`src/hw/rtl/one_wire_temperature_poller_defines.svh`:
```
// assertion macros for the one-wire temperature poller
`ifndef ONE_WIRE_TEMPERATURE_POLLER_DEFINES_SVH
`define ONE_WIRE_TEMPERATURE_POLLER_DEFINES_SVH

// condition that must hold on every clock edge out of reset
`define OWTP_ASSERT_ALWAYS(label, clk, rst_n, cond, msg) \
    label: assert property (@(posedge clk) disable iff (!rst_n) (cond)) else $error(msg);

// condition that must hold whenever the trigger holds
`define OWTP_ASSERT_IMPLIES(label, clk, rst_n, trig, cond, msg) \
    label: assert property (@(posedge clk) disable iff (!rst_n) (trig) |-> (cond)) \
        else $error(msg);

`endif

```
`src/hw/rtl/owtp_pkg.sv`:
```
// types and constants of the one-wire temperature poller
package owtp_pkg;

    localparam int IN_TDATA_W  = 8;
    localparam int OUT_TDATA_W = 24;
    localparam int CFG_W       = 24;
    localparam int CFG_INDEX_W = 2;
    localparam int TEMP_W      = 17;

    localparam logic [CFG_INDEX_W-1:0] CFG_POLL_PERIOD = 2'd0;
    localparam logic [CFG_INDEX_W-1:0] CFG_CONV_WAIT   = 2'd1;

    localparam logic [CFG_W-1:0] POLL_PERIOD_RESET = 24'd5000000;
    localparam logic [CFG_W-1:0] CONV_WAIT_RESET   = 24'd1000000;

    localparam logic [7:0] CMD_SKIP_ROM = 8'hCC;
    localparam logic [7:0] CMD_CONVERT  = 8'h44;
    localparam logic [7:0] CMD_READ_PAD = 8'hBE;

    // slot timing in microsecond ticks
    localparam logic [9:0] T_WAIT_HIGH   = 10'd250;
    localparam logic [9:0] T_RESET_LOW   = 10'd480;
    localparam logic [9:0] T_RESET_REL   = 10'd480;
    localparam logic [9:0] T_W1_LOW      = 10'd10;
    localparam logic [9:0] T_W1_SLOT     = 10'd65;
    localparam logic [9:0] T_W0_LOW      = 10'd65;
    localparam logic [9:0] T_W0_SLOT     = 10'd70;
    localparam logic [9:0] T_RD_LOW      = 10'd3;
    localparam logic [9:0] T_RD_SAMPLE   = 10'd13;
    localparam logic [9:0] T_RD_SLOT     = 10'd66;

    localparam logic [15:0] RAW_WRAP_LIMIT = 16'd16000;
    localparam logic signed [TEMP_W-1:0] NO_SENSOR_TEMP = -17'sd4400;

    // one result item, drive_low in the lowest bit
    typedef struct packed {
        logic                     bus_busy;
        logic signed [TEMP_W-1:0] temperature_sixteenths;
        logic                     temp_changed;
        logic                     drive_low;
    } result_t;

endpackage

```
`src/hw/rtl/one_wire_temperature_poller.sv`:
```
// one-wire bus master that polls a single temperature sensor, one tick per transfer
//
//  channel     dir  handshake                  payload
//  s_axis      in   s_axis_tvalid/tready       line level of this tick
//  m_axis      out  m_axis_tvalid/tready       drive level, change flag, temperature, busy
//  cfg         in   cfg_we                     poll period, conversion wait
//
// one tick is accepted per clock cycle; the whole state update for a tick is one
// register-to-register pass, and the result goes to the output register or skid entry
// rst_n clears the sequencer to idle, the counters to zero and the temperature to -275 C
// a two-entry output (register plus skid) keeps s_axis_tready high while one result
// waits; ticks stop being taken only when both entries are full
`include "one_wire_temperature_poller_defines.svh"

module one_wire_temperature_poller #(
    parameter int SCRATCH_BYTES = 8
) (
    input  logic                               clk,
    input  logic                               rst_n,
    input  logic                               s_axis_tvalid,
    output logic                               s_axis_tready,
    input  logic [owtp_pkg::IN_TDATA_W-1:0]    s_axis_tdata,  // [0] line_level
    output logic                               m_axis_tvalid,
    input  logic                               m_axis_tready,
    // [0] drive_low, [1] temp_changed, [18:2] temperature_sixteenths, [19] bus_busy
    output logic [owtp_pkg::OUT_TDATA_W-1:0]   m_axis_tdata,
    input  logic                               cfg_we,
    input  logic [owtp_pkg::CFG_INDEX_W-1:0]   cfg_index,
    input  logic [owtp_pkg::CFG_W-1:0]         cfg_data
);
    import owtp_pkg::*;

    localparam int BYTE_W = (SCRATCH_BYTES > 2) ? $clog2(SCRATCH_BYTES) : 1;
    localparam logic [BYTE_W-1:0] LAST_BYTE = BYTE_W'(SCRATCH_BYTES - 1);
    localparam logic [BYTE_W-1:0] CMD_LAST  = BYTE_W'(1);
    localparam int PAD_W = OUT_TDATA_W - $bits(result_t);

    localparam logic [3:0] PH_IDLE       = 4'd0;
    localparam logic [3:0] PH_A_WAITHIGH = 4'd1;
    localparam logic [3:0] PH_A_LOW      = 4'd2;
    localparam logic [3:0] PH_A_RELEASE  = 4'd3;
    localparam logic [3:0] PH_A_WRITE    = 4'd4;
    localparam logic [3:0] PH_B_WAITHIGH = 4'd5;
    localparam logic [3:0] PH_B_LOW      = 4'd6;
    localparam logic [3:0] PH_B_RELEASE  = 4'd7;
    localparam logic [3:0] PH_B_WRITE    = 4'd8;
    localparam logic [3:0] PH_B_READ     = 4'd9;

    logic [CFG_W-1:0] poll_period_reg, conv_wait_reg;

    logic [3:0]        phase_reg, phase_next;
    logic [9:0]        slot_reg, slot_next;
    logic [2:0]        bit_reg, bit_next;
    logic [BYTE_W-1:0] byte_reg, byte_next;
    logic [7:0]        shift_reg, shift_next;
    logic [15:0]       raw_reg, raw_next;
    logic              any_not_ff_reg, any_not_ff_next;
    logic [CFG_W-1:0]  period_reg, period_next;
    logic [CFG_W-1:0]  wait_reg, wait_next;
    logic              pending_reg, pending_next;
    logic signed [TEMP_W-1:0] temp_reg, temp_next;

    logic        accept;
    logic        line;
    logic        due;
    logic [CFG_W:0] period_inc, wait_inc;
    logic [9:0]  slot_inc;
    logic        second_seq;
    logic [7:0]  cmd_byte;
    logic        cmd_bit;
    logic [9:0]  low_len, slot_len;
    logic        drive;
    logic        changed;
    logic        busy;
    logic signed [TEMP_W-1:0] temp_calc;
    result_t     result;

    logic    out_valid_reg, out_valid_next;
    logic    skid_valid_reg, skid_valid_next;
    result_t out_reg, skid_reg;
    logic    out_load, out_from_skid, skid_load;

    assign accept = s_axis_tvalid && s_axis_tready;
    assign line   = s_axis_tdata[0];

    // configuration writes
    always_ff @(posedge clk or negedge rst_n)
    begin
        if (!rst_n)
        begin
            poll_period_reg <= POLL_PERIOD_RESET;
            conv_wait_reg   <= CONV_WAIT_RESET;
        end
        else if (cfg_we)
        begin
            unique case (cfg_index)
                CFG_POLL_PERIOD: poll_period_reg <= cfg_data;
                CFG_CONV_WAIT:   conv_wait_reg   <= cfg_data;
                default:         ;
            endcase
        end
    end

    // sequencer: next state for one tick
    always_comb
    begin
        phase_next      = phase_reg;
        slot_next       = slot_reg;
        bit_next        = bit_reg;
        byte_next       = byte_reg;
        shift_next      = shift_reg;
        raw_next        = raw_reg;
        any_not_ff_next = any_not_ff_reg;
        wait_next       = wait_reg;
        pending_next    = pending_reg;
        temp_next       = temp_reg;
        drive           = 1'b0;
        changed         = 1'b0;
        temp_calc       = NO_SENSOR_TEMP;

        busy       = (phase_reg >= PH_A_WAITHIGH) && (phase_reg <= PH_B_READ);
        period_inc = {1'b0, period_reg} + 25'd1;
        wait_inc   = {1'b0, wait_reg} + 25'd1;
        due        = period_inc >= {1'b0, poll_period_reg};
        slot_inc   = slot_reg + 10'd1;

        second_seq = (phase_reg == PH_B_WRITE);
        cmd_byte   = (byte_reg == '0) ? CMD_SKIP_ROM
                                      : (second_seq ? CMD_READ_PAD : CMD_CONVERT);
        cmd_bit    = cmd_byte[bit_reg];
        low_len    = cmd_bit ? T_W1_LOW : T_W0_LOW;
        slot_len   = cmd_bit ? T_W1_SLOT : T_W0_SLOT;

        // a due poll holds the period counter until the sequence starts
        period_next = due ? period_reg : period_inc[CFG_W-1:0];

        unique case (phase_reg) inside
            PH_A_WAITHIGH, PH_B_WAITHIGH:
            begin
                if (line)
                begin
                    phase_next = phase_reg + 4'd1;
                    slot_next  = '0;
                end
                else if (slot_inc >= T_WAIT_HIGH)
                begin
                    // line never came up: skip the reset pulse
                    phase_next = phase_reg + 4'd3;
                    slot_next  = '0;
                    bit_next   = '0;
                    byte_next  = '0;
                end
                else
                begin
                    slot_next = slot_inc;
                end
            end
            PH_A_LOW, PH_B_LOW:
            begin
                drive = 1'b1;
                if (slot_inc >= T_RESET_LOW)
                begin
                    phase_next = phase_reg + 4'd1;
                    slot_next  = '0;
                end
                else
                begin
                    slot_next = slot_inc;
                end
            end
            PH_A_RELEASE, PH_B_RELEASE:
            begin
                if (slot_inc >= T_RESET_REL)
                begin
                    phase_next = phase_reg + 4'd1;
                    slot_next  = '0;
                    bit_next   = '0;
                    byte_next  = '0;
                end
                else
                begin
                    slot_next = slot_inc;
                end
            end
            PH_A_WRITE, PH_B_WRITE:
            begin
                drive = slot_reg < low_len;
                if (slot_inc >= slot_len)
                begin
                    slot_next = '0;
                    if (bit_reg == 3'd7)
                    begin
                        bit_next = '0;
                        if (byte_reg == CMD_LAST)
                        begin
                            byte_next = '0;
                            if (second_seq)
                            begin
                                phase_next      = PH_B_READ;
                                shift_next      = '0;
                                raw_next        = '0;
                                any_not_ff_next = 1'b0;
                            end
                            else
                            begin
                                phase_next   = PH_IDLE;
                                pending_next = 1'b1;
                                wait_next    = '0;
                            end
                        end
                        else
                        begin
                            byte_next = byte_reg + BYTE_W'(1);
                        end
                    end
                    else
                    begin
                        bit_next = bit_reg + 3'd1;
                    end
                end
                else
                begin
                    slot_next = slot_inc;
                end
            end
            PH_B_READ:
            begin
                drive = slot_reg < T_RD_LOW;
                if (slot_reg == T_RD_SAMPLE)
                    shift_next = {line, shift_reg[7:1]};
                if (slot_inc >= T_RD_SLOT)
                begin
                    slot_next = '0;
                    if (bit_reg == 3'd7)
                    begin
                        bit_next = '0;
                        any_not_ff_next = any_not_ff_reg || (shift_reg != 8'hFF);
                        if (byte_reg == BYTE_W'(0))
                            raw_next = {raw_reg[15:8], shift_reg};
                        else if (byte_reg == BYTE_W'(1))
                            raw_next = {shift_reg, raw_reg[7:0]};
                        if (byte_reg == LAST_BYTE)
                        begin
                            // all bytes 0xff means nobody answered
                            if (!any_not_ff_next)
                                temp_calc = NO_SENSOR_TEMP;
                            else if (raw_next > RAW_WRAP_LIMIT)
                                temp_calc = {1'b1, raw_next};
                            else
                                temp_calc = {1'b0, raw_next};
                            if (temp_calc != temp_reg)
                            begin
                                temp_next = temp_calc;
                                changed   = 1'b1;
                            end
                            byte_next  = '0;
                            phase_next = PH_IDLE;
                        end
                        else
                        begin
                            byte_next = byte_reg + BYTE_W'(1);
                        end
                    end
                    else
                    begin
                        bit_next = bit_reg + 3'd1;
                    end
                end
                else
                begin
                    slot_next = slot_inc;
                end
            end
            default:
            begin
                phase_next = PH_IDLE;
                if (due)
                begin
                    // a due poll cancels any pending read
                    period_next  = '0;
                    pending_next = 1'b0;
                    phase_next   = PH_A_WAITHIGH;
                    slot_next    = '0;
                    bit_next     = '0;
                    byte_next    = '0;
                end
                else if (pending_reg)
                begin
                    if (wait_inc >= {1'b0, conv_wait_reg})
                    begin
                        pending_next = 1'b0;
                        wait_next    = '0;
                        phase_next   = PH_B_WAITHIGH;
                        slot_next    = '0;
                        bit_next     = '0;
                        byte_next    = '0;
                    end
                    else
                    begin
                        wait_next = wait_inc[CFG_W-1:0];
                    end
                end
            end
        endcase

        result.drive_low              = drive;
        result.temp_changed           = changed;
        result.temperature_sixteenths = temp_next;
        result.bus_busy               = busy;
    end

    always_ff @(posedge clk or negedge rst_n)
    begin
        if (!rst_n)
        begin
            phase_reg      <= PH_IDLE;
            slot_reg       <= '0;
            bit_reg        <= '0;
            byte_reg       <= '0;
            shift_reg      <= '0;
            raw_reg        <= '0;
            any_not_ff_reg <= 1'b0;
            period_reg     <= '0;
            wait_reg       <= '0;
            pending_reg    <= 1'b0;
            temp_reg       <= NO_SENSOR_TEMP;
        end
        else if (accept)
        begin
            phase_reg      <= phase_next;
            slot_reg       <= slot_next;
            bit_reg        <= bit_next;
            byte_reg       <= byte_next;
            shift_reg      <= shift_next;
            raw_reg        <= raw_next;
            any_not_ff_reg <= any_not_ff_next;
            period_reg     <= period_next;
            wait_reg       <= wait_next;
            pending_reg    <= pending_next;
            temp_reg       <= temp_next;
        end
    end

    // output register with skid entry
    always_comb
    begin
        out_valid_next  = out_valid_reg;
        skid_valid_next = skid_valid_reg;
        out_load        = 1'b0;
        out_from_skid   = 1'b0;
        skid_load       = 1'b0;
        if (accept)
        begin
            if (!out_valid_reg || m_axis_tready)
            begin
                out_load       = 1'b1;
                out_valid_next = 1'b1;
            end
            else
            begin
                skid_load       = 1'b1;
                skid_valid_next = 1'b1;
            end
        end
        else if (out_valid_reg && m_axis_tready)
        begin
            if (skid_valid_reg)
            begin
                out_from_skid   = 1'b1;
                skid_valid_next = 1'b0;
            end
            else
            begin
                out_valid_next = 1'b0;
            end
        end
    end

    always_ff @(posedge clk or negedge rst_n)
    begin
        if (!rst_n)
        begin
            out_valid_reg  <= 1'b0;
            skid_valid_reg <= 1'b0;
        end
        else
        begin
            out_valid_reg  <= out_valid_next;
            skid_valid_reg <= skid_valid_next;
        end
    end

    always_ff @(posedge clk)
    begin
        if (out_load)
            out_reg <= result;
        else if (out_from_skid)
            out_reg <= skid_reg;
        if (skid_load)
            skid_reg <= result;
    end

    assign s_axis_tready = !skid_valid_reg;
    assign m_axis_tvalid = out_valid_reg;
    assign m_axis_tdata  = {{PAD_W{1'b0}}, out_reg};

    `OWTP_ASSERT_IMPLIES(a_skid_behind_out, clk, rst_n, skid_valid_reg, out_valid_reg,
        "skid entry holds a transfer while the output register is empty")
    `OWTP_ASSERT_ALWAYS(a_slot_in_range, clk, rst_n, slot_reg < T_RESET_LOW,
        "slot timer ran past the longest slot")
    `OWTP_ASSERT_IMPLIES(a_pending_only_idle, clk, rst_n, pending_reg, phase_reg == PH_IDLE,
        "read pending outside idle phase")

endmodule
```
`config.mk`:
```
export PLATFORM = sky130hd
export DESIGN_NAME = one_wire_temperature_poller
export DESIGN_NICKNAME = d
export VERILOG_FILES = /design/src/hw/rtl/owtp_pkg.sv /design/src/hw/rtl/one_wire_temperature_poller.sv
export VERILOG_INCLUDE_DIRS = /design/src /design/src/hw/rtl
export SDC_FILE = /design/constraint.sdc
export NUM_CORES = 1
export LEC_CHECK = 0
export CAP_MARGIN = 20
export CORE_MARGIN = 5
export CORE_UTILIZATION = 66
export CTS_BUF_LIST = sky130_fd_sc_hd__clkbuf_16
export CTS_CLUSTER_DIAMETER = 30
export DETAILED_ROUTE_END_ITERATION = 8
export DONT_BUFFER_PORTS = 1
export PLACE_DENSITY = 0.82
export RECOVER_POWER = 100
export SETUP_SLACK_MARGIN = 0.15
export SLEW_MARGIN = 0
export SYNTH_ARGS = -nofsm -noshare
export SYNTH_HDL_FRONTEND = slang
export SYNTH_SLANG_ARGS = --single-unit
```
`constraint.sdc`:
```
create_clock -name clk -period 11.53 [get_ports clk]
set_input_delay 1.153 -clock clk [delete_from_list [all_inputs] [get_ports clk]]
set_output_delay 1.153 -clock clk [all_outputs]
set_load 0.01 [all_outputs]
```
Yosys cells after proc, flatten, opt, wreduce, memory -nomap -nowiden
Index checks and enable logic that the tools add are counted.
Cells by class
  add/sub/neg operators: 7
  multipliers: 0
  divide/modulo/power cells: 0
  order comparisons: 12
  eq/ne operators: 34
  shifts and indexed selects: 0
  multiplexer cells: 123
  bitwise gates (word level): 2
  reductions and logical operators: 36
Operator list (count)
  two-way mux 24 bit: 10
  two-way mux 17 bit: 11
  two-way mux 16 bit: 11
  two-way mux 10 bit: 8
  two-way mux 3 bit: 19
  two-way mux 8 bit: 7
  adder 24 x 1 -> 25 bit (second input constant): 2
  >= comparator 25 x 24 -> 1 bit: 2
  one-hot mux 24 bit (2 select lines): 1
  two-way mux 20 bit: 2
  two-way mux 4 bit: 10
  one-hot mux 10 bit (4 select lines): 1
  two-way mux 1 bit: 33
  one-hot mux 16 bit (2 select lines): 1
  one-hot mux 3 bit (5 select lines): 2
  nonzero test 6 bit: 4
  inequality test 2 bit (second input constant): 11
  AND reduction 9 bit: 2
  inequality test 17 bit: 1
  == test 4 x 3 -> 1 bit (second input constant): 4
  greater-than comparator 16 x 14 -> 1 bit (second input constant): 1
  one-hot mux 4 bit (4 select lines): 1
  one-hot mux 8 bit (2 select lines): 1
  AND reduction 8 bit: 2
  other kinds (43): 67
Word-level totals
  flip-flop bits (word level): 201
  bits in latches: 0
  bits in writable memories: 0
  memory bits (read-only): 0
  input bits: 39
  output and inout bits: 26
  logic and storage cells: 237
  memories: 0

Depth between registers and ports, before layout
  depth in word-level cells: 20
  mapped depth: 19
  gate-level depth less buffers: 17

Least setup slack after synthesis
No wires, ideal clock.
  kind: register to register
  start: register byte_reg[0]
  end: register byte_reg[0]
  library setup time: 0.125 ns
  arrival time: 3.991 ns
  data required time: 11.405 ns
  path slack: 7.414 ns
  stages on the path, launching flop included: 19
  buffers on the path: 1
  clock period less this slack: 4.116 ns
  path through: dfrtp_1 -> inv_1 -> ha_1 -> and2b_1 -> clkbuf_1 -> nor2_1 -> nand3_1 -> a21oi_1 -> a311oi_1 -> inv_1 -> ha_1 -> nand2b_1 -> a21oi_1 -> o2111ai_1 -> o211ai_1 -> o31a_1 -> or2_2 -> nor3_1 -> mux2_2
Between the ends
  cells in the longest elaborated chain, start to end: 8
  elaborated cells between the ends (all ways): 18
  classes of those cells: add/sub: 1; order compare: 1; eq/ne: 3; mux: 11; reduce/logical: 2
Ends and longest elaborated chain
  from (decl): RTL line one_wire_temperature_poller.sv:54  | logic [BYTE_W-1:0] byte_reg, byte_next;
  from (signal assigned): RTL line one_wire_temperature_poller.sv:333  | byte_reg <= byte_next;
  logical NOT 3 bit: RTL line one_wire_temperature_poller.sv:128  | cmd_byte = (byte_reg == '0) ? CMD_SKIP_ROM
  two-way mux 8 bit: RTL line one_wire_temperature_poller.sv:128
  binary-select mux 1 bit (select 3 bit): RTL line one_wire_temperature_poller.sv:130  | cmd_bit = cmd_byte[bit_reg];
  two-way mux 1 bit (implied by the code): RTL line one_wire_temperature_poller.sv:130
  two-way mux 3 bit: RTL line one_wire_temperature_poller.sv:132  | slot_len = cmd_bit ? T_W1_SLOT : T_W0_SLOT;
  >= comparator 10 x 7 -> 1 bit: RTL line one_wire_temperature_poller.sv:188  | if (slot_inc >= slot_len)
  inequality test 2 bit (no line)
  AND reduction 11 bit (no line)
Several ways; a longest one is shown, not always the timed one. The select of a mux whose other input is x is not followed.
A chain may end at the register's enable or synchronous reset.

Final worst setup path
  start: register byte_reg[0]
  end: register temp_reg[12]
Between the ends
  cells in the longest elaborated chain, start to end: 19
  elaborated cells between the ends (all ways): 21
  classes of those cells: order compare: 1; eq/ne: 3; mux: 16; reduce/logical: 1
Ends and longest elaborated chain
  == test 3 x 1 -> 1 bit: RTL line one_wire_temperature_poller.sv:240  | else if (byte_reg == BYTE_W'(1))
  two-way mux 16 bit: RTL line one_wire_temperature_poller.sv:240
  two-way mux 16 bit: RTL line one_wire_temperature_poller.sv:238  | if (byte_reg == BYTE_W'(0))
  two-way mux 16 bit: RTL line one_wire_temperature_poller.sv:234  | if (bit_reg == 3'd7)
  two-way mux 16 bit: RTL line one_wire_temperature_poller.sv:231  | if (slot_inc >= T_RD_SLOT)
  two-way mux 16 bit: RTL line one_wire_temperature_poller.sv:137  | unique case (phase_reg) inside
  greater-than comparator 16 x 14 -> 1 bit: RTL line one_wire_temperature_poller.sv:247  | else if (raw_next > RAW_WRAP_LIMIT)
  two-way mux 17 bit: RTL line one_wire_temperature_poller.sv:247
  [3 not listed]
  two-way mux 17 bit: RTL line one_wire_temperature_poller.sv:231
  two-way mux 17 bit: RTL line one_wire_temperature_poller.sv:137
  inequality test 17 bit: RTL line one_wire_temperature_poller.sv:251  | if (temp_calc != temp_reg)
  two-way mux 17 bit: RTL line one_wire_temperature_poller.sv:251
  two-way mux 17 bit *: RTL line one_wire_temperature_poller.sv:242  | if (byte_reg == LAST_BYTE)
  two-way mux 17 bit *: RTL line one_wire_temperature_poller.sv:234
  two-way mux 17 bit *: RTL line one_wire_temperature_poller.sv:231
  two-way mux 17 bit *: RTL line one_wire_temperature_poller.sv:137
  to (signal assigned): RTL line one_wire_temperature_poller.sv:340  | temp_reg <= temp_next;
  to (decl): RTL line one_wire_temperature_poller.sv:61  | logic signed [TEMP_W-1:0] temp_reg, temp_next;
Every way passes the cells marked *; elsewhere a longest branch is shown, timed or not. The select of a mux whose other input is x is not followed.

==> results.ini <==
[status]
status = finished with violations
violations = max-capacitance violations, max-slew violations

[global_route]
antenna_found_initial = 0
grt_first_pass_wirelength_um = 50900
grt_max_degree = 162
grt.overflow.total = 0
grt_pass1_vias = 10200
grt_use_total_pct = 28.0

[detailed_routing]
drc = 0
antenna_left = 0
num_vias = 10300
wirelength_um = 30800
avgRoutedWirePerCell_um = 18.9
vias_per_cell = 6.35
dr.pass1.iters = 5
drt_iter0_markers = 901

[timing]
max-slew-margin-rel_pct = -93.9
rsz0062_at_grt = no
clock_skew_ns = 0.0295
fin_tns_setup_ns = 0
setup_viol = 0
period_share_pct = 53.4
timing.fmax_mhz = 162
hold_violations = 0
slew_viol_final = 83
tightestPinTransition_ns = 2.89
setup_slack_ns = 5.37
period_needed_ns = 6.16

[place]
place.gp.congestion = 0.872
portBuffers = 0
hpwl_um = 20000
dp_slack_ns = 6.53
placed_area_mm2 = 0.0128
dp.cells = 1549

[finish]
drive_gt1_share_pct = 13.4
antenna_cells = 0
area_growth_syn_to_layout_pct = 12.1
stdcell_area_mm2 = 0.0142
final_cell_count_no_fill = 1631
n_fill_cell = 1250
nets = 1446

[pwr]
p_seq_share_pct = 32.4
p_per_area_mw_per_mm2 = 217
p_comb_share_pct = 26.3
p_sw_share_pct = 34.5
power.switching_uw = 1060
internal_power_uw = 2020
power.leakage_uw = 0.00631
ir_drop_v = 0.000158
clock_power_share_pct = 41.4

[worst_hold_path]
hp-class = input pin to async pin

[logic_synthesis]
syn_inst = 1348
synth_edf_count = 40
yosys.area.top_type = dfrtp_1
netlist-cell-type-count = 86
ys_top_cells_by_area = dfrtp_1 (27%), edfxtp_1 (9.5%), ha_1 (7.0%)
avgSynthCellArea_um2 = 9.40
ys_ff_latch = 201
synth_ff_type = dfrtp_1
syn-cell-area_mm2 = 0.0127
synth_top_area_share_pct = 26.9
ys_warn_count = 0
ys_async_sr_fraction_pct = 80.1
ys_seq_area_share_pct = 41.5

[clocking]
cts_root_buf = clkbuf_16
numCtsBuffers = 43
cts_resized = 0
cts_tree = built
cts_buffer_depth = 3
insertion_delay_ns = 0.54
cts-hold-fix-buffers = 0
post_cts_buffers = 0
cts.sinks = 201
clkTransAtPathRegs_ns = 0.05
cts_max_level = 2

[worst_setup_path]
criticalPathCategory = flop to flop
crit_required_ns = 11.94
worst_r2r_path_depth = 11
critPathMaxFanout = 16
rr_endpoint = temp_reg[12]$_DFFE_PN0P_
r2r_slack_ns = 5.37
timing.rr.start = byte_reg[0]$_DFFE_PN0P_
critPathLaunchType = flop
cp-end-kind = flop
arrival_ns = 6.57

[flow_run]
drv_cap = 3

[floorplan]
io_pins = 65
die_x_um = 149
die_h_um = 149
rows = 50
core_mm2 = 0.0188
initial_core_util_pct = 67.3
die_area_mm2 = 0.0221

-- kinds of logic after synthesis --
kind of cell             after synthesis  synth area share (%)
XOR/XNOR                              59                  4.23
other                                  1                0.0296
AND/OR/NAND/NOR                      456                  17.8
AO/OA/AOI/OAI                        294                  15.3
flip-flops                           201                  41.5
multiplexers                          96                  8.47
buffers and inverters                169                  5.59
adder cells (fa/ha/maj)               72                  7.09
-- Yosys cell counts (22+ instances only) --
library cell and instances:
edfxtp_1 40, and3_1 24, nor3_1 26, mux2i_1 32, nand3_1 39, xor2_1 22, o21ai_0 96, dfrtp_1 136
mux2_2 57, clkbuf_1 48, nand4_1 25, ha_1 71, inv_1 95, dfstp_2 25, nand2_1 172, a31oi_1 23
nor2_1 78, xnor2_1 36, a21oi_1 52
-- power groups by stage --
stage	sequential (uW)	clock, uW	combinational (uW)
finish	998	1270	809
global route	1020	1330	904
CTS	995	1290	806
detailed placement	1000	0	790
global placement	997	0	758
floorplan	955	0	656
-- cells in the final DEF (no fill, tap or decap), types with 8 or more instances in the layout --
cell / count
a211oi_1: 8
a21o_1: 16
a21oi_1: 53
a22o_1: 20
a31oi_1: 23
and2_1: 8
and3_1: 24
clkbuf_1: 9
clkbuf_16: 44
dfrtp_1: 136
dfstp_2: 25
edfxtp_1: 40
ha_1: 71
inv_1: 96
inv_6: 11
mux2_2: 53
mux2i_1: 32
nand2_1: 172
nand3_1: 39
nand4_1: 25
nor2_1: 78
nor2b_1: 17
nor3_1: 26
nor4_1: 10
o21ai_0: 96
o21bai_1: 8
or3_1: 9
xnor2_1: 36
xor2_1: 22
-- per-stage QoR --
| step | power (uW) | hold slack [ns] | utilization [%] |
|---|---|---|---|
| after floorplan | 1610 | 0.469 | - |
| after global placement | 1750 | 0.487 | 67.7 |
| after detailed placement | 1790 | 0.499 | 67.7 |
| after CTS | 3090 | 0.302 | 75.7 |
| after global routing | 3250 | 0.302 | 75.4 |
| final | 3080 | 0.310 | 75.4 |
-- layout make-up --
cell class              count  area (um2)  area share, %
multi-input cells         981        6670           47.0
well taps                 260         325           2.29
clock inverters            36         407           2.86
clock buffers              44        1100           7.75
inverters                  95         357           2.51
flip-flops and latches    201        5260           37.1
repair buffers             14        76.3          0.538
-- how the worst max path moves through the flow --
stage	slack (ns)	from	to	cells past startpoint
after floorplan	7.41	byte_reg[0]$_DFFE_PN0P_	byte_reg[0]$_DFFE_PN0P_	18
after global placement	6.65	period_reg[2]$_DFFE_PN0P_	bit_reg[2]$_DFFE_PN0P_	15
after detailed placement	6.53	period_reg[2]$_DFFE_PN0P_	bit_reg[2]$_DFFE_PN0P_	15
after CTS	6.47	period_reg[2]$_DFFE_PN0P_	bit_reg[2]$_DFFE_PN0P_	15
after global routing	5.04	byte_reg[0]$_DFFE_PN0P_	temp_reg[0]$_DFFE_PN0P_	11
final	5.37	byte_reg[0]$_DFFE_PN0P_	temp_reg[12]$_DFFE_PN0P_	11
-- worst max-delay path, stage by stage (launching register included) --
cell and delay [ns]:
dfrtp_1 0.42, inv_1 0.07, ha_1 0.26, nor3b_1 0.19
clkbuf_1 0.74, mux2i_1 0.69, or4b_1 0.24, o2111ai_1 0.13
o211a_1 0.19, and4_1 0.34, a211oi_1 2.29, mux2_2 0.48
-- per-layer routing --
layer / track usage (%) / up-vias / wire [um]
li1: - / 4797 / -
met1: 38.4 / 5003 / 13300
met2: 44.7 / 462 / 14300
met3: 5.21 / 87 / 2280
met4: 10.1 / 0 / 894
met5: 0 / - / 0
(Power assumes the default switching activity.)
